**src/hw/rtl/yab_pkg.sv**
```systemverilog
`timescale 1ns / 1ps
// Shared types and constants for the anchor box decoder.
// No dependencies; imported by yab_front, yab_geom, yolo_anchor_box_decode, yab_box_checker and tb.

package yab_pkg;

    // Field widths of the input and result beats.
    localparam int GRID_W       = 7;
    localparam int SLOT_W       = 2;
    localparam int RAW_W        = 8;
    localparam int SCALE_W      = 16;
    localparam int SHIFT_W      = 3;
    localparam int ANCHOR_REG_W = 60;
    localparam int EDGE_W       = 18;
    localparam int SIZE_W       = 16;
    localparam int SCORE_W      = 17;

    // Grid limit and the default anchor field width.
    localparam int GRID_CMP_W      = 9;
    localparam int MAX_GRID        = 128;
    localparam int ANCHOR_BITS_DEF = 10;

    // Sigmoid output, 16 fractional bits, 0.0 .. 1.0.
    localparam int SIG_W = 17;

    // Valid stride shifts are 3 to 5.
    localparam logic [SHIFT_W-1:0] STRIDE_SHIFT_MIN = 3'd3;
    localparam logic [SHIFT_W-1:0] STRIDE_SHIFT_MAX = 3'd5;

    // Register indexes of the configuration channel.
    typedef enum logic [2:0] {
        CFG_ZERO_POINT    = 3'd0,
        CFG_DEQUANT_SCALE = 3'd1,
        CFG_CONF_THRESH   = 3'd2,
        CFG_STRIDE_SHIFT  = 3'd3,
        CFG_ANCHOR_SIZES  = 3'd4
    } cfg_idx_t;

    // Configuration registers as seen by the datapath.
    typedef struct packed {
        logic signed [RAW_W-1:0]   zero_point;
        logic [SCALE_W-1:0]        dequant_scale;
        logic signed [RAW_W-1:0]   conf_threshold_q;
        logic [SHIFT_W-1:0]        stride_shift;
        logic [ANCHOR_REG_W-1:0]   anchor_sizes;
    } cfg_t;

    // One input beat after unpacking.
    typedef struct packed {
        logic [GRID_W-1:0]       grid_row;
        logic [GRID_W-1:0]       grid_col;
        logic [SLOT_W-1:0]       anchor_slot;
        logic signed [RAW_W-1:0] raw_x;
        logic signed [RAW_W-1:0] raw_y;
        logic signed [RAW_W-1:0] raw_w;
        logic signed [RAW_W-1:0] raw_h;
        logic signed [RAW_W-1:0] raw_objectness;
        logic signed [RAW_W-1:0] raw_class;
    } raw_item_t;

    // Item between the sigmoid half and the geometry half.
    typedef struct packed {
        logic [GRID_W-1:0] grid_row;
        logic [GRID_W-1:0] grid_col;
        logic [SLOT_W-1:0] anchor_slot;
        logic [SIG_W-1:0]  s_x;
        logic [SIG_W-1:0]  s_y;
        logic [SIG_W-1:0]  s_w;
        logic [SIG_W-1:0]  s_h;
        logic [SIG_W-1:0]  s_obj;
        logic [SIG_W-1:0]  s_cls;
    } sig_item_t;

    // Result beat; the last member sits in the lowest bits.
    typedef struct packed {
        logic [SCORE_W-1:0] score;
        logic [SIZE_W-1:0]  box_height;
        logic [SIZE_W-1:0]  box_width;
        logic [EDGE_W-1:0]  top_y;
        logic [EDGE_W-1:0]  left_x;
    } box_t;

endpackage

```
**src/hw/rtl/yab_front.sv**
```systemverilog
`timescale 1ns / 1ps
// Front half of the decoder: anchor slot and threshold filter, dequantization and PLAN sigmoid.
// Two pipeline stages. Depends on yab_pkg.

module yab_front (
    input  logic               aclk,
    input  logic               aresetn,
    input  yab_pkg::cfg_t      cfg,
    input  logic               in_valid,
    output logic               in_ready,
    input  yab_pkg::raw_item_t in_item,
    output logic               out_valid,
    input  logic               out_ready,
    output yab_pkg::sig_item_t out_item
);
    import yab_pkg::*;

    localparam int NUM_LOGITS = 6;
    // (q - zero_point) is 9 bits signed, the scale 17 bits as a signed operand.
    localparam int DIFF_W = RAW_W + 1;
    localparam int DQ_W   = DIFF_W + SCALE_W + 1;

    localparam logic [DQ_W-1:0]  KNEE_SAT  = DQ_W'(327680);
    localparam logic [DQ_W-1:0]  KNEE_HIGH = DQ_W'(155648);
    localparam logic [DQ_W-1:0]  KNEE_MID  = DQ_W'(65536);
    localparam logic [SIG_W-1:0] SIG_ONE   = SIG_W'(65536);
    localparam logic [SIG_W-1:0] OFS_HIGH  = SIG_W'(55296);
    localparam logic [SIG_W-1:0] OFS_MID   = SIG_W'(40960);
    localparam logic [SIG_W-1:0] OFS_LOW   = SIG_W'(32768);

    // PLAN piecewise-linear sigmoid on a Q16 value; shifts truncate.
    function automatic logic [SIG_W-1:0] plan_sigmoid(input logic signed [DQ_W-1:0] v);
        logic [DQ_W-1:0]  a;
        logic [SIG_W-1:0] p;
        a = v[DQ_W-1] ? DQ_W'(-v) : DQ_W'(v);
        if (a >= KNEE_SAT) begin
            p = SIG_ONE;
        end else if (a >= KNEE_HIGH) begin
            p = SIG_W'(a >> 5) + OFS_HIGH;
        end else if (a >= KNEE_MID) begin
            p = SIG_W'(a >> 3) + OFS_MID;
        end else begin
            p = SIG_W'(a >> 2) + OFS_LOW;
        end
        return v[DQ_W-1] ? SIG_ONE - p : p;
    endfunction

    logic                     pass;
    logic signed [RAW_W-1:0]  raw_arr [NUM_LOGITS];
    logic signed [DQ_W-1:0]   dq_next [NUM_LOGITS];
    logic                     st1_ready;
    logic                     st2_ready;

    logic                     st1_vld_reg;
    logic [GRID_W-1:0]        st1_row_reg;
    logic [GRID_W-1:0]        st1_col_reg;
    logic [SLOT_W-1:0]        st1_slot_reg;
    logic signed [DQ_W-1:0]   st1_dq_reg [NUM_LOGITS];

    logic                     st2_vld_reg;
    sig_item_t                st2_item_reg;

    // Items that fail the filter are accepted and simply never enter the pipe.
    assign pass = (in_item.anchor_slot != 2'd3)
               && (GRID_CMP_W'(in_item.grid_row) < GRID_CMP_W'(MAX_GRID))
               && (GRID_CMP_W'(in_item.grid_col) < GRID_CMP_W'(MAX_GRID))
               && (in_item.raw_objectness >= cfg.conf_threshold_q)
               && (in_item.raw_class > cfg.conf_threshold_q);

    assign raw_arr[0] = in_item.raw_x;
    assign raw_arr[1] = in_item.raw_y;
    assign raw_arr[2] = in_item.raw_w;
    assign raw_arr[3] = in_item.raw_h;
    assign raw_arr[4] = in_item.raw_objectness;
    assign raw_arr[5] = in_item.raw_class;

    // Dequantize: one 9 x 17 signed multiply per logit.
    always_comb begin
        for (int i = 0; i < NUM_LOGITS; i++) begin
            dq_next[i] = DQ_W'(DIFF_W'(raw_arr[i]) - DIFF_W'(cfg.zero_point))
                       * $signed({1'b0, cfg.dequant_scale});
        end
    end

    // A stage takes a new beat when it is empty or its content moves on.
    assign st2_ready = !st2_vld_reg || out_ready;
    assign st1_ready = !st1_vld_reg || st2_ready;
    assign in_ready  = st1_ready;

    // Valid bits.
    always_ff @(posedge aclk) begin
        if (!aresetn) begin
            st1_vld_reg <= 1'b0;
            st2_vld_reg <= 1'b0;
        end else begin
            if (st1_ready) begin
                st1_vld_reg <= in_valid && pass;
            end
            if (st2_ready) begin
                st2_vld_reg <= st1_vld_reg;
            end
        end
    end

    // Stage 1: dequantized logits.
    always_ff @(posedge aclk) begin
        if (st1_ready && in_valid) begin
            st1_row_reg  <= in_item.grid_row;
            st1_col_reg  <= in_item.grid_col;
            st1_slot_reg <= in_item.anchor_slot;
            for (int i = 0; i < NUM_LOGITS; i++) begin
                st1_dq_reg[i] <= dq_next[i];
            end
        end
    end

    // Stage 2: sigmoids.
    always_ff @(posedge aclk) begin
        if (st2_ready && st1_vld_reg) begin
            st2_item_reg.grid_row    <= st1_row_reg;
            st2_item_reg.grid_col    <= st1_col_reg;
            st2_item_reg.anchor_slot <= st1_slot_reg;
            st2_item_reg.s_x         <= plan_sigmoid(st1_dq_reg[0]);
            st2_item_reg.s_y         <= plan_sigmoid(st1_dq_reg[1]);
            st2_item_reg.s_w         <= plan_sigmoid(st1_dq_reg[2]);
            st2_item_reg.s_h         <= plan_sigmoid(st1_dq_reg[3]);
            st2_item_reg.s_obj       <= plan_sigmoid(st1_dq_reg[4]);
            st2_item_reg.s_cls       <= plan_sigmoid(st1_dq_reg[5]);
        end
    end

    assign out_valid = st2_vld_reg;
    assign out_item  = st2_item_reg;

endmodule

```
**config.mk**
```make
export PLATFORM = sky130hd
export DESIGN_NAME = yab_front
export DESIGN_NICKNAME = d
export VERILOG_FILES = /design/src/hw/rtl/yab_pkg.sv /design/src/hw/rtl/yab_front.sv
export SDC_FILE = /design/constraint.sdc
export NUM_CORES = 2
export LEC_CHECK = 0
export BUFFER_PORTS_ARGS = -buffer_cell sky130_fd_sc_hd__buf_2
export CAP_MARGIN = 10
export CORE_UTILIZATION = 25
export CTS_BUF_LIST = sky130_fd_sc_hd__clkbuf_4 sky130_fd_sc_hd__clkbuf_8
export CTS_CLUSTER_SIZE = 8
export DETAILED_ROUTE_END_ITERATION = 6
export PLACE_DENSITY = 0.38
export SLEW_MARGIN = 30
export SYNTH_ARGS = -nofsm -noshare
export SYNTH_HDL_FRONTEND = slang
export SYNTH_SLANG_ARGS = --single-unit
```
**constraint.sdc**
```tcl
create_clock -name aclk -period 8.5 [get_ports aclk]
set_input_delay 1.275 -clock aclk [delete_from_list [all_inputs] [get_ports aclk]]
set_output_delay 1.275 -clock aclk [all_outputs]
set_load 0.1 [all_outputs]
```
==> metrics.log <==
[metrics] average via count per standard cell: around 4.6
[metrics] most used routing layer: met2
[metrics] Vert. Die Dim: ~450 um
[metrics] ranking of synthesized cells by instance count: sky130_fd_sc_hd__inv_1, sky130_fd_sc_hd__fa_1, sky130_fd_sc_hd__ha_1
[metrics] crit path to: st1_dq_reg[5][25]$_DFFE_PP_
[metrics] post-route fraction of the period consumed by the critical path: 0.9440
[metrics] global router's overall resource usage: 0.1454
[metrics] Final TNS setup: 0 ns
[metrics] startpoint of the worst register-to-register path: st1_dq_reg[2][0]$_DFFE_PP_
[metrics] Worst Path Class, Setup: primary input to flop
[metrics] DP Wirelength: ~120 mm
[metrics] global-route wire length before repair: between 200 and 250 mm
[metrics] cts bufs inserted: between 60 and 70
[metrics] width of the chip: between 400 and 500 um
[metrics] maximum buffer depth of the clock tree: 3
[metrics] number of rows created at floorplan: about 160
[metrics] source-to-sink clock delay at the later pin of the worst-skew pair: 0.80 ns
[metrics] number of distinct library cells after synthesis: between 100 and 150
[metrics] Arrival @ worst endpoint: about 8.6 ns
[metrics] DRT Wirelength: approximately 150 mm
[metrics] Crit path required time: between 9 and 10 ns
[metrics] Avg WL per Cell: approximately 18 um
[metrics] sequential-to-total area share from yosys stat: 0.1753
[metrics] syn nets: roughly 6600
[metrics] final count of pins violating max slew: 0
[metrics] number of global-route vias before repair: approximately 40000
[metrics] clock-pin slew on the worst setup and hold paths: ~0.06 ns
[metrics] initial antenna violation count: 12
[metrics] clock tree from TritonCTS: done
[metrics] actual transition at the worst max-transition pin: 0.9727 ns
[metrics] RSZ-0062 raised after global routing: false
[metrics] length in cells of the worst reg-to-reg path: 19
[metrics] most common flop cell mapped by yosys: sky130_fd_sc_hd__edfxtp_1
[metrics] Core Area: roughly 200000 um^2
[metrics] capturing element type of the critical path: flop
[metrics] post-route core utilization: 0.2873
[metrics] Post-Syn Area: roughly 50000 um^2
[metrics] number of failing setup endpoints in the final timing report: 0
[metrics] total number of nets in the final design: 6914
[metrics] Synth-to-Final Area Change: 13.91%
[metrics] first-iteration detailed-routing DRC count: between 1500 and 2000
[metrics] H-tree levels: 3
[metrics] Critical Path Start: cfg[88]
[metrics] fraction of final layout cells sized beyond drive strength 1: 0.1282
[metrics] final hold violation count: 0
[metrics] top cell type's share of synthesized area: 0.2407
[metrics] total power density per cell area: ~480 nW/um^2
[metrics] number of hold buffers added after CTS: 0
[metrics] most repeated cell in the gate-level netlist after synthesis: sky130_fd_sc_hd__inv_1
[metrics] CTS-repair resized insts: 0
[metrics] synthesized instance count: 5309
[metrics] count of buffers inserted at the top-level ports: roughly 220
[metrics] cell type with the highest occurrence count on the critical path: sky130_fd_sc_hd__fa_1
[metrics] library cell with the largest summed area after synthesis: sky130_fd_sc_hd__fa_1
[metrics] initial core utilization: 0.2522
[metrics] Worst Path Max Fanout: 3
[metrics] number of flops mapped to enable cells by yosys: 290
[metrics] pin count of the biggest net entering global routing: a little over 100
[metrics] cell type of the slowest stage on the worst timing path: sky130_fd_sc_hd__fa_1
[metrics] ports placed on the boundary: ~280
[metrics] Worst VDD drop: between 0.3 and 0.4 mV
[metrics] Post-DRT Antenna Nets: 0
[metrics] met1 track demand over resource in global routing: 0.1867
[metrics] Clock Sinks: between 200 and 300
[metrics] sum of internal, switching and leakage power: approximately 0.027 W
[metrics] Worst R2R Setup Slack: ~2.1 ns
[metrics] Hold/Removal Path Class: flop to flop
[metrics] Die ar.: approximately 200000 um^2
[metrics] total global routing overflow: 0
[metrics] post-route cell area: 56840 um^2
[metrics] first-pass detailed-route iteration total: 5
[metrics] root cell of the clock tree: sky130_fd_sc_hd__clkbuf_8
[metrics] total DRC errors in the routed layout: 0
[metrics] max-capacitance violation count: 0
[metrics] startpoint types: primary input
[metrics] global routing usage on met2: 0.2473
[metrics] post-CTS setup buffers: 0
[metrics] average footprint of a synthesized cell: 9.399 um^2
[metrics] maximum cell stage delay along the critical path: between 0.5 and 0.6 ns
[metrics] Ys Warns: 0
[metrics] maximum achievable frequency: approximately 120 MHz
[metrics] Final Critical Period: roughly 8 ns
[metrics] P_leak: around 26 nW
[metrics] Global Route met3 Usage: 0.01824
[metrics] reg-to-reg endpoint: out_item[65]$_DFFE_PP_
[metrics] cell area after placement: approximately 55000 um^2
[metrics] result of the run: complete, no violations
[metrics] flip-flop count of the largest register after layout: 156
[metrics] Synth async-reset ratio: 0
[metrics] biggest area contributors in the synthesized netlist: sky130_fd_sc_hd__fa_1, sky130_fd_sc_hd__edfxtp_1, sky130_fd_sc_hd__ha_1
[metrics] final non-filler cell total: roughly 8300
[metrics] Slew HR: 0.3469
[metrics] DP Cell Count: 8176
[metrics] gpl congestion: 0.8348
[metrics] worst clock skew: approximately 0.035 ns
[metrics] synthesized flop and latch total: between 200 and 300
[metrics] overall via count from detail_route: between 30000 and 40000
[routing by layer]
| layer | vias to the layer above | share of wire |
|---|---|---|
| li1 | 18520 | - |
| met1 | 19050 | 0.46 |
| met2 | 484 | 0.49 |
| met3 | 146 | 0.027 |
| met4 | 0 | 0.031 |
| met5 | - | 0 |
[metrics by stage]
stage / hold WS [ns] / setup slack, ns
after floorplan: 0.4003 / 0.01992
after global placement: 0.4008 / -0.3888
after detailed placement: 0.4061 / -0.3562
after CTS: 0.4178 / 0.4882
after global routing: 0.4238 / 0.03441
final: 0.4175 / 0.4756
[cells in the final DEF, fill, tap and decap left out, drive strengths merged, types with 31 or more instances in the layout]
cell type	netlist	final
o41ai	36	36
o21ai	195	195
nand2b	189	189
nor4	39	39
o31ai	43	43
or4	38	38
or2	60	60
fa	600	600
xor2	130	130
nand4	32	32
a31oi	31	31
clkbuf	211	82
nor3	85	85
or3	40	40
edfxtp	290	290
a21o	66	66
and2	418	418
nor2	230	230
nand3	68	68
xnor2	241	241
nand2	370	370
ha	544	544
a21oi	173	173
nor2b	74	74
buf	38	476
a211oi	37	37
inv	644	645
[worst min path at each step]
| stage | start | to | depth (start not counted) |
|---|---|---|---|
| finish | st1_col_reg[3]$_DFFE_PP_ | out_item[107]$_DFFE_PP_ | 0 |
| global route | st1_col_reg[3]$_DFFE_PP_ | out_item[107]$_DFFE_PP_ | 0 |
| CTS | st1_row_reg[2]$_DFFE_PP_ | out_item[113]$_DFFE_PP_ | 0 |
| detailed placement | st1_row_reg[2]$_DFFE_PP_ | out_item[113]$_DFFE_PP_ | 0 |
| global placement | st1_row_reg[2]$_DFFE_PP_ | out_item[113]$_DFFE_PP_ | 0 |
| floorplan | st1_slot_reg[0]$_DFFE_PP_ | out_item[102]$_DFFE_PP_ | 0 |
[critical path, delay by kind of cell]
kind / cells / cell delay, ns
compound gates: 14 / 2.51
xor+xnor: 2 / 0.26
fa+ha+maj: 7 / 3.25
buf+inv: 5 / 0.46
simple gates: 4 / 0.78
[power breakdown]
group          internal (W)  switching (W)
sequential          0.00308       0.000517
combinational        0.0101         0.0118
clock              0.000973       0.000756
total                0.0141         0.0131
[layout make-up]
class | instances | area, um^2
Fill cell | 21100 | 141000
Multi-Input combinational cell | 4122 | 37780
Sequential cell | 292 | 8748
Tap cell | 2640 | 3303
Timing Repair Buffer | 476 | 3176
Inverter | 646 | 2429
Clock buffer | 82 | 1060
Clock inverter | 36 | 314.1
Antenna cell | 13 | 32.53
[cells by family (layout without fill, tap and decap cells)]
| family | Yosys count | count (layout) | synth area share |
|---|---|---|---|
| other | 0 | 13 | 0 |
| multiplexers | 38 | 38 | 0.007898 |
| AO/OA/AOI/OAI | 845 | 845 | 0.1179 |
| XOR/XNOR | 371 | 371 | 0.06512 |
| AND/OR/NAND/NOR | 1724 | 1724 | 0.1878 |
| adder cells (fa/ha/maj) | 1144 | 1144 | 0.3771 |
| flip-flops | 292 | 292 | 0.1753 |
| buffers and inverters | 895 | 1240 | 0.06883 |
No activity file was read; power rests on OpenSTA's default activity.
