<file path="src/hw/rtl/yab_pkg.sv">
`timescale 1ns / 1ps
// Shared types and constants for the anchor box decoder.
// No dependencies; imported by yab_front, yab_geom, yolo_anchor_box_decode, yab_box_checker and tb.

package yab_pkg;

    // Field widths of the input and result beats.
    localparam int GRID_W       = 7;
    localparam int SLOT_W       = 2;
    localparam int RAW_W        = 8;
    localparam int SCALE_W      = 16;
    localparam int SHIFT_W      = 3;
    localparam int ANCHOR_REG_W = 60;
    localparam int EDGE_W       = 18;
    localparam int SIZE_W       = 16;
    localparam int SCORE_W      = 17;

    // Grid limit and the default anchor field width.
    localparam int GRID_CMP_W      = 9;
    localparam int MAX_GRID        = 128;
    localparam int ANCHOR_BITS_DEF = 10;

    // Sigmoid output, 16 fractional bits, 0.0 .. 1.0.
    localparam int SIG_W = 17;

    // Valid stride shifts are 3 to 5.
    localparam logic [SHIFT_W-1:0] STRIDE_SHIFT_MIN = 3'd3;
    localparam logic [SHIFT_W-1:0] STRIDE_SHIFT_MAX = 3'd5;

    // Register indexes of the configuration channel.
    typedef enum logic [2:0] {
        CFG_ZERO_POINT    = 3'd0,
        CFG_DEQUANT_SCALE = 3'd1,
        CFG_CONF_THRESH   = 3'd2,
        CFG_STRIDE_SHIFT  = 3'd3,
        CFG_ANCHOR_SIZES  = 3'd4
    } cfg_idx_t;

    // Configuration registers as seen by the datapath.
    typedef struct packed {
        logic signed [RAW_W-1:0]   zero_point;
        logic [SCALE_W-1:0]        dequant_scale;
        logic signed [RAW_W-1:0]   conf_threshold_q;
        logic [SHIFT_W-1:0]        stride_shift;
        logic [ANCHOR_REG_W-1:0]   anchor_sizes;
    } cfg_t;

    // One input beat after unpacking.
    typedef struct packed {
        logic [GRID_W-1:0]       grid_row;
        logic [GRID_W-1:0]       grid_col;
        logic [SLOT_W-1:0]       anchor_slot;
        logic signed [RAW_W-1:0] raw_x;
        logic signed [RAW_W-1:0] raw_y;
        logic signed [RAW_W-1:0] raw_w;
        logic signed [RAW_W-1:0] raw_h;
        logic signed [RAW_W-1:0] raw_objectness;
        logic signed [RAW_W-1:0] raw_class;
    } raw_item_t;

    // Item between the sigmoid half and the geometry half.
    typedef struct packed {
        logic [GRID_W-1:0] grid_row;
        logic [GRID_W-1:0] grid_col;
        logic [SLOT_W-1:0] anchor_slot;
        logic [SIG_W-1:0]  s_x;
        logic [SIG_W-1:0]  s_y;
        logic [SIG_W-1:0]  s_w;
        logic [SIG_W-1:0]  s_h;
        logic [SIG_W-1:0]  s_obj;
        logic [SIG_W-1:0]  s_cls;
    } sig_item_t;

    // Result beat; the last member sits in the lowest bits.
    typedef struct packed {
        logic [SCORE_W-1:0] score;
        logic [SIZE_W-1:0]  box_height;
        logic [SIZE_W-1:0]  box_width;
        logic [EDGE_W-1:0]  top_y;
        logic [EDGE_W-1:0]  left_x;
    } box_t;

endpackage

</file>
<file path="src/hw/rtl/yab_geom.sv">
`timescale 1ns / 1ps
// Back half of the decoder: box sizes and edges in 1/16 pixel, and the score.
// Three pipeline stages, the last one is the output register. Depends on yab_pkg.

module yab_geom #(
    parameter int ANCHOR_BITS = yab_pkg::ANCHOR_BITS_DEF
) (
    input  logic               aclk,
    input  logic               aresetn,
    input  yab_pkg::cfg_t      cfg,
    input  logic               in_valid,
    output logic               in_ready,
    input  yab_pkg::sig_item_t in_item,
    output logic               out_valid,
    input  logic               out_ready,
    output yab_pkg::box_t      out_box
);
    import yab_pkg::*;

    // (2s)^2 needs 35 bits, the size in pixels with 32 fractional bits more.
    localparam int TW_W   = SIG_W + 1;
    localparam int SQ_W   = 2 * SIG_W + 1;
    localparam int W32_W  = SQ_W + ANCHOR_BITS;
    // Center in Q16 pixels of the cell grid, then scaled by the stride.
    localparam int C_W    = GRID_W + 18;
    localparam int CS_W   = C_W + 5;
    localparam int E_W    = CS_W + 18;
    localparam int PROD_W = 2 * SIG_W;
    localparam int EDGE_LSB  = 29;
    localparam int SIZE_LSB  = 28;
    localparam int SCORE_LSB = 16;
    localparam logic [C_W-1:0] HALF_Q16 = C_W'(32768);

    logic st3_ready;
    logic st4_ready;
    logic st5_ready;

    logic [SHIFT_W-1:0]     sh_clamped;
    logic [1:0]             sh_ofs_next;
    logic [ANCHOR_BITS-1:0] aw_next;
    logic [ANCHOR_BITS-1:0] ah_next;
    logic [TW_W-1:0]        tw_w;
    logic [TW_W-1:0]        tw_h;

    // Stage 3 registers.
    logic                   st3_vld_reg;
    logic [SQ_W-1:0]        st3_sqw_reg;
    logic [SQ_W-1:0]        st3_sqh_reg;
    logic signed [C_W-1:0]  st3_cx_reg;
    logic signed [C_W-1:0]  st3_cy_reg;
    logic [PROD_W-1:0]      st3_prod_reg;
    logic [ANCHOR_BITS-1:0] st3_aw_reg;
    logic [ANCHOR_BITS-1:0] st3_ah_reg;
    logic [1:0]             st3_sh_reg;

    // Stage 4 registers.
    logic                   st4_vld_reg;
    logic [W32_W-1:0]       st4_w32_reg;
    logic [W32_W-1:0]       st4_h32_reg;
    logic signed [CS_W-1:0] st4_cx_reg;
    logic signed [CS_W-1:0] st4_cy_reg;
    logic [SCORE_W-1:0]     st4_score_reg;

    // Stage 5 (output) registers.
    logic                   st5_vld_reg;
    box_t                   st5_box_reg;

    logic signed [CS_W-1:0] cx_sh_next;
    logic signed [CS_W-1:0] cy_sh_next;
    logic signed [E_W-1:0]  w_ext;
    logic signed [E_W-1:0]  h_ext;
    logic signed [E_W-1:0]  ex_next;
    logic signed [E_W-1:0]  ey_next;

    assign st5_ready = !st5_vld_reg || out_ready;
    assign st4_ready = !st4_vld_reg || st5_ready;
    assign st3_ready = !st3_vld_reg || st4_ready;
    assign in_ready  = st3_ready;

    // Stride shift held to 3..5, kept as an offset from 3.
    always_comb begin
        if (cfg.stride_shift < STRIDE_SHIFT_MIN) begin
            sh_clamped = STRIDE_SHIFT_MIN;
        end else if (cfg.stride_shift > STRIDE_SHIFT_MAX) begin
            sh_clamped = STRIDE_SHIFT_MAX;
        end else begin
            sh_clamped = cfg.stride_shift;
        end
        sh_ofs_next = 2'(sh_clamped - STRIDE_SHIFT_MIN);
    end

    // Anchor pair of the slot; only slots 0..2 reach this point.
    always_comb begin
        unique case (in_item.anchor_slot)
            2'd0: begin
                aw_next = cfg.anchor_sizes[0 * ANCHOR_BITS +: ANCHOR_BITS];
                ah_next = cfg.anchor_sizes[1 * ANCHOR_BITS +: ANCHOR_BITS];
            end
            2'd1: begin
                aw_next = cfg.anchor_sizes[2 * ANCHOR_BITS +: ANCHOR_BITS];
                ah_next = cfg.anchor_sizes[3 * ANCHOR_BITS +: ANCHOR_BITS];
            end
            default: begin
                aw_next = cfg.anchor_sizes[4 * ANCHOR_BITS +: ANCHOR_BITS];
                ah_next = cfg.anchor_sizes[5 * ANCHOR_BITS +: ANCHOR_BITS];
            end
        endcase
    end

    assign tw_w = {in_item.s_w, 1'b0};
    assign tw_h = {in_item.s_h, 1'b0};

    // Center times the stride.
    always_comb begin
        case (st3_sh_reg)
            2'd0:    begin
                cx_sh_next = CS_W'(st3_cx_reg) <<< 3;
                cy_sh_next = CS_W'(st3_cy_reg) <<< 3;
            end
            2'd1:    begin
                cx_sh_next = CS_W'(st3_cx_reg) <<< 4;
                cy_sh_next = CS_W'(st3_cy_reg) <<< 4;
            end
            default: begin
                cx_sh_next = CS_W'(st3_cx_reg) <<< 5;
                cy_sh_next = CS_W'(st3_cy_reg) <<< 5;
            end
        endcase
    end

    // Edge = center - size/2, with 33 fractional bits; floor by taking the upper bits.
    always_comb begin
        w_ext   = E_W'(st4_w32_reg);
        h_ext   = E_W'(st4_h32_reg);
        ex_next = (E_W'(st4_cx_reg) <<< 17) - w_ext;
        ey_next = (E_W'(st4_cy_reg) <<< 17) - h_ext;
    end

    // Valid bits.
    always_ff @(posedge aclk) begin
        if (!aresetn) begin
            st3_vld_reg <= 1'b0;
            st4_vld_reg <= 1'b0;
            st5_vld_reg <= 1'b0;
        end else begin
            if (st3_ready) begin
                st3_vld_reg <= in_valid;
            end
            if (st4_ready) begin
                st4_vld_reg <= st3_vld_reg;
            end
            if (st5_ready) begin
                st5_vld_reg <= st4_vld_reg;
            end
        end
    end

    // Stage 3: squares of 2s, centers in Q16, score product.
    always_ff @(posedge aclk) begin
        if (st3_ready && in_valid) begin
            st3_sqw_reg  <= SQ_W'(tw_w) * SQ_W'(tw_w);
            st3_sqh_reg  <= SQ_W'(tw_h) * SQ_W'(tw_h);
            st3_cx_reg   <= C_W'({in_item.s_x, 1'b0}) + C_W'({in_item.grid_col, 16'b0})
                          - HALF_Q16;
            st3_cy_reg   <= C_W'({in_item.s_y, 1'b0}) + C_W'({in_item.grid_row, 16'b0})
                          - HALF_Q16;
            st3_prod_reg <= in_item.s_cls * in_item.s_obj;
            st3_aw_reg   <= aw_next;
            st3_ah_reg   <= ah_next;
            st3_sh_reg   <= sh_ofs_next;
        end
    end

    // Stage 4: sizes in Q32 pixels, scaled centers, score.
    always_ff @(posedge aclk) begin
        if (st4_ready && st3_vld_reg) begin
            st4_w32_reg   <= st3_sqw_reg * st3_aw_reg;
            st4_h32_reg   <= st3_sqh_reg * st3_ah_reg;
            st4_cx_reg    <= cx_sh_next;
            st4_cy_reg    <= cy_sh_next;
            st4_score_reg <= st3_prod_reg[SCORE_LSB +: SCORE_W];
        end
    end

    // Stage 5: edges and output register.
    always_ff @(posedge aclk) begin
        if (st5_ready && st4_vld_reg) begin
            st5_box_reg.left_x     <= ex_next[EDGE_LSB +: EDGE_W];
            st5_box_reg.top_y      <= ey_next[EDGE_LSB +: EDGE_W];
            st5_box_reg.box_width  <= w_ext[SIZE_LSB +: SIZE_W];
            st5_box_reg.box_height <= h_ext[SIZE_LSB +: SIZE_W];
            st5_box_reg.score      <= st4_score_reg;
        end
    end

    assign out_valid = st5_vld_reg;
    assign out_box   = st5_box_reg;

endmodule

</file>
<file path="config.mk">
export PLATFORM = sky130hd
export DESIGN_NAME = yab_geom
export DESIGN_NICKNAME = d
export VERILOG_FILES = /design/src/hw/rtl/yab_pkg.sv /design/src/hw/rtl/yab_geom.sv
export SDC_FILE = /design/constraint.sdc
export NUM_CORES = 2
export LEC_CHECK = 0
export ABC_CLOCK_PERIOD_IN_PS = 12550
export BUFFER_PORTS_ARGS = -buffer_cell sky130_fd_sc_hd__buf_2
export CORE_MARGIN = 5
export CORE_UTILIZATION = 50
export DETAILED_ROUTE_END_ITERATION = 8
export PLACE_DENSITY = 0.7
export SLEW_MARGIN = 5
export SYNTH_ARGS = -nofsm -noshare
export SYNTH_HDL_FRONTEND = slang
export SYNTH_SLANG_ARGS = --single-unit
export TNS_END_PERCENT = 20
</file>
<file path="constraint.sdc">
create_clock -name aclk -period 12.55 [get_ports aclk]
set_input_delay 1.255 -clock aclk [delete_from_list [all_inputs] [get_ports aclk]]
set_output_delay 1.255 -clock aclk [all_outputs]
set_load 0.01 [all_outputs]
</file>
==> flow_metrics.env <==
export IMPL_maxCapViolations=0
export IMPL_htreeDepth=2
export IMPL_place_congestion=0.877
export IMPL_path_class="in -> reg"
export IMPL_finish_instance_area_um2=64500
export IMPL_initial_core_util_pct=50.4
export IMPL_place_area_um2=63200
export IMPL_grt_max_degree=95
export IMPL_vias=40700
export IMPL_reg2reg_depth=20
export IMPL_worstSetupEndpointType="register"
export IMPL_synth_top_cell_by_area="fa_1"
export IMPL_netlist_instances=6116
export IMPL_grt_pass1_vias=44500
export IMPL_initialDrtViolationCount=2109
export IMPL_synth_area_leaders="fa_1 36%, edfxtp_1 19%, ha_1 11%, inv_1 8.6%, and2_1 5.8%"
export IMPL_min_to="st4_score_reg[9]$_DFFE_PP_"
export IMPL_clk_path_buf_depth=3
export IMPL_via_per_inst=5.17
export IMPL_timing_final_crit_share_pct=58.4
export IMPL_syn_nets=7956
export IMPL_core_area_um2=120000
export IMPL_fmax_ghz=0.136
export IMPL_final_max_slew_viol_count=0
export IMPL_die_x_um=358
export IMPL_clock_latency_ps=590
export IMPL_status="complete, no violations"
export IMPL_synth_seq_area_share_pct=19.5
export IMPL_io_buffer_count=271
export IMPL_first_pass_iters=5
export IMPL_holdBufCountCts=0
export IMPL_rows=127
export IMPL_clk_pin_slew_ps=60
export IMPL_wl_per_cell_um=16.5
export IMPL_drc=0
export IMPL_hp_class="reg -> reg"
export IMPL_syn_cell_area_um2=60500
export IMPL_ys_async_sr_fraction_pct=0
export IMPL_rrSetupSlack_ps=5810
export IMPL_worstPathArrival_ps=7640
export IMPL_cts_setup_buffers=0
export IMPL_die_area_um2=128000
export IMPL_finalSetupViolCount=0
export IMPL_finalHoldViolCount=0
export IMPL_largest_reg_flops=85
export IMPL_relSlewSlack_pct=11.0
export IMPL_rsz0062_at_grt="no"
export IMPL_layout_commonest_cell="inv_1"
export IMPL_pin_count=304
export IMPL_ys_ff_latch=394
export IMPL_synth_cell_type_count=70
export IMPL_grtUsageTotal_pct=21.2
export IMPL_antenna_left=0
export IMPL_hp_start="st3_prod_reg[25]$_DFFE_PP_"
export IMPL_root_buffer="clkbuf_16"
export IMPL_start_kind="input port"
export IMPL_antenna_found_initial=6
export IMPL_grt_remaining_overflow=0
export IMPL_clock_sinks=394
export IMPL_worstPathRequired_ps=12860
export IMPL_post_route_cells_drive_above_1_share_pct=6.30
export IMPL_synth_top_area_share_pct=35.7
export IMPL_ctsResizeCount=0
export IMPL_setup_tns_ps=0
export IMPL_hpwl_mm=103
export IMPL_finalCriticalPeriod_ps=7330
export IMPL_final_cell_mix="1,379 x inv_1, 1,077 x fa_1, 770 x nand2_1"
export IMPL_die_y_um=358
export IMPL_numCtsBuffers=42
export IMPL_skew_ps=19.3
export IMPL_synth_avg_cell_area_um2=9.88
export IMPL_critPathMaxFanout=17
export IMPL_synth_edf_count=391
export IMPL_tightest_slew_ps=1340
export IMPL_nNetsFinal=8074
export IMPL_reg2reg_to="st4_h32_reg[42]$_DFFE_PP_"
export IMPL_syn_to_final_growth_pct=6.78
export IMPL_grt_pass1_wl_mm=221
export IMPL_drt_wl_total_mm=130
export IMPL_fillerInstances=10600
export IMPL_r2r_start="st3_ah_reg[7]$_DFFE_PP_"
export IMPL_ys_flop_type="edfxtp_1"
export IMPL_cts_tree="built"
export IMPL_synth_warnings=0
export IMPL_whs_path_depth=0
-- cells by family (layout without fill, tap and decap cells) --
kind of cell	after synthesis	after routing	synth area share (%)
adder cells (fa/ha/maj)	1623	1623	47.0
AND/OR/NAND/NOR	1647	1647	13.4
other	0	3	0
multiplexers	71	71	1.18
buffers and inverters	1598	1750	9.92
XOR/XNOR	215	215	3.11
AO/OA/AOI/OAI	568	568	5.93
flip-flops	394	394	19.5
-- worst max-delay path, stage by stage --
cell and delay [ps]:
buf_2 390, inv_1 230, nor2_1 290, fa_1 460, inv_1 90, fa_1 420, fa_1 530, inv_1 60
fa_1 480, fa_1 480, inv_1 50, fa_1 480, inv_1 40, ha_1 350, a21oi_1 170, o21a_1 150
o21ai_0 120, nand2b_1 270, a221o_1 410, a221oi_2 290, o21ai_1 160, o21ai_0 290, o211ai_1 160
-- Yosys cell counts (9+ instances only) --
library cell  number
nand2b_1          17
inv_1           1379
nand2_1          770
o21ai_0          144
and3_1            26
o21a_1            34
clkbuf_1         212
edfxtp_1         391
nand3_1           39
a211oi_1          18
o21bai_1          27
or2_2             10
fa_1            1077
nand4_1           22
xor2_1            54
a21boi_0           9
xnor2_1          161
a21o_1            87
ha_1             546
a21oi_1          156
nor2_1           116
a31oi_1           20
nor3_1            18
mux2i_1           67
nor2b_1           35
and2_1           558
-- worst max path at each step --
stage,start,endpoint,slack (ps)
6_report,in_item[53],st3_sqw_reg[34]$_DFFE_PP_,5220
2_1_floorplan,out_ready,st3_ah_reg[0]$_DFFE_PP_,2920
4_1_cts,in_item[7],st3_prod_reg[32]$_DFFE_PP_,5310
5_1_grt,in_item[53],st3_sqw_reg[34]$_DFFE_PP_,4900
3_5_place_dp,in_item[11],st3_prod_reg[29]$_DFFE_PP_,4700
3_3_place_gp,in_item[7],st3_prod_reg[29]$_DFFE_PP_,4790
-- final cells by class --
cell class / count / area [µm²] / share of cell area (%)
diodes: 3 / 7.51 / 0.0116
clock buffers: 48 / 1090 / 1.70
clock inverters: 30 / 245 / 0.380
inverters: 1379 / 5180 / 8.02
multi-input cells: 4124 / 42700 / 66.1
flip-flops and latches: 394 / 11800 / 18.3
well taps: 1612 / 2020 / 3.12
repair buffers: 293 / 1520 / 2.36
-- metrics by stage --
step	cells	util (%)	setup slack (ps)	hold slack, ps
2_1_floorplan	6116	-	2920	400
3_3_place_gp	7802	52.7	4790	400
3_5_place_dp	7802	52.7	4700	405
4_1_cts	7880	53.8	5310	420
5_1_grt	7881	53.8	4900	426
6_report	7883	53.8	5220	418
-- per-layer routing --
metal | global-route usage [%] | share of wire (%) | up-vias
li1 | - | - | 19000
met1 | 29.0 | 44 | 20400
met2 | 35.7 | 47 | 1074
met3 | 3.29 | 6.6 | 172
met4 | 5.15 | 2.3 | 2
met5 | 0 | 0.010 | -
Power is not shown: default switching activity piles up to over one toggle a cycle in this logic, so the estimate is an artifact.
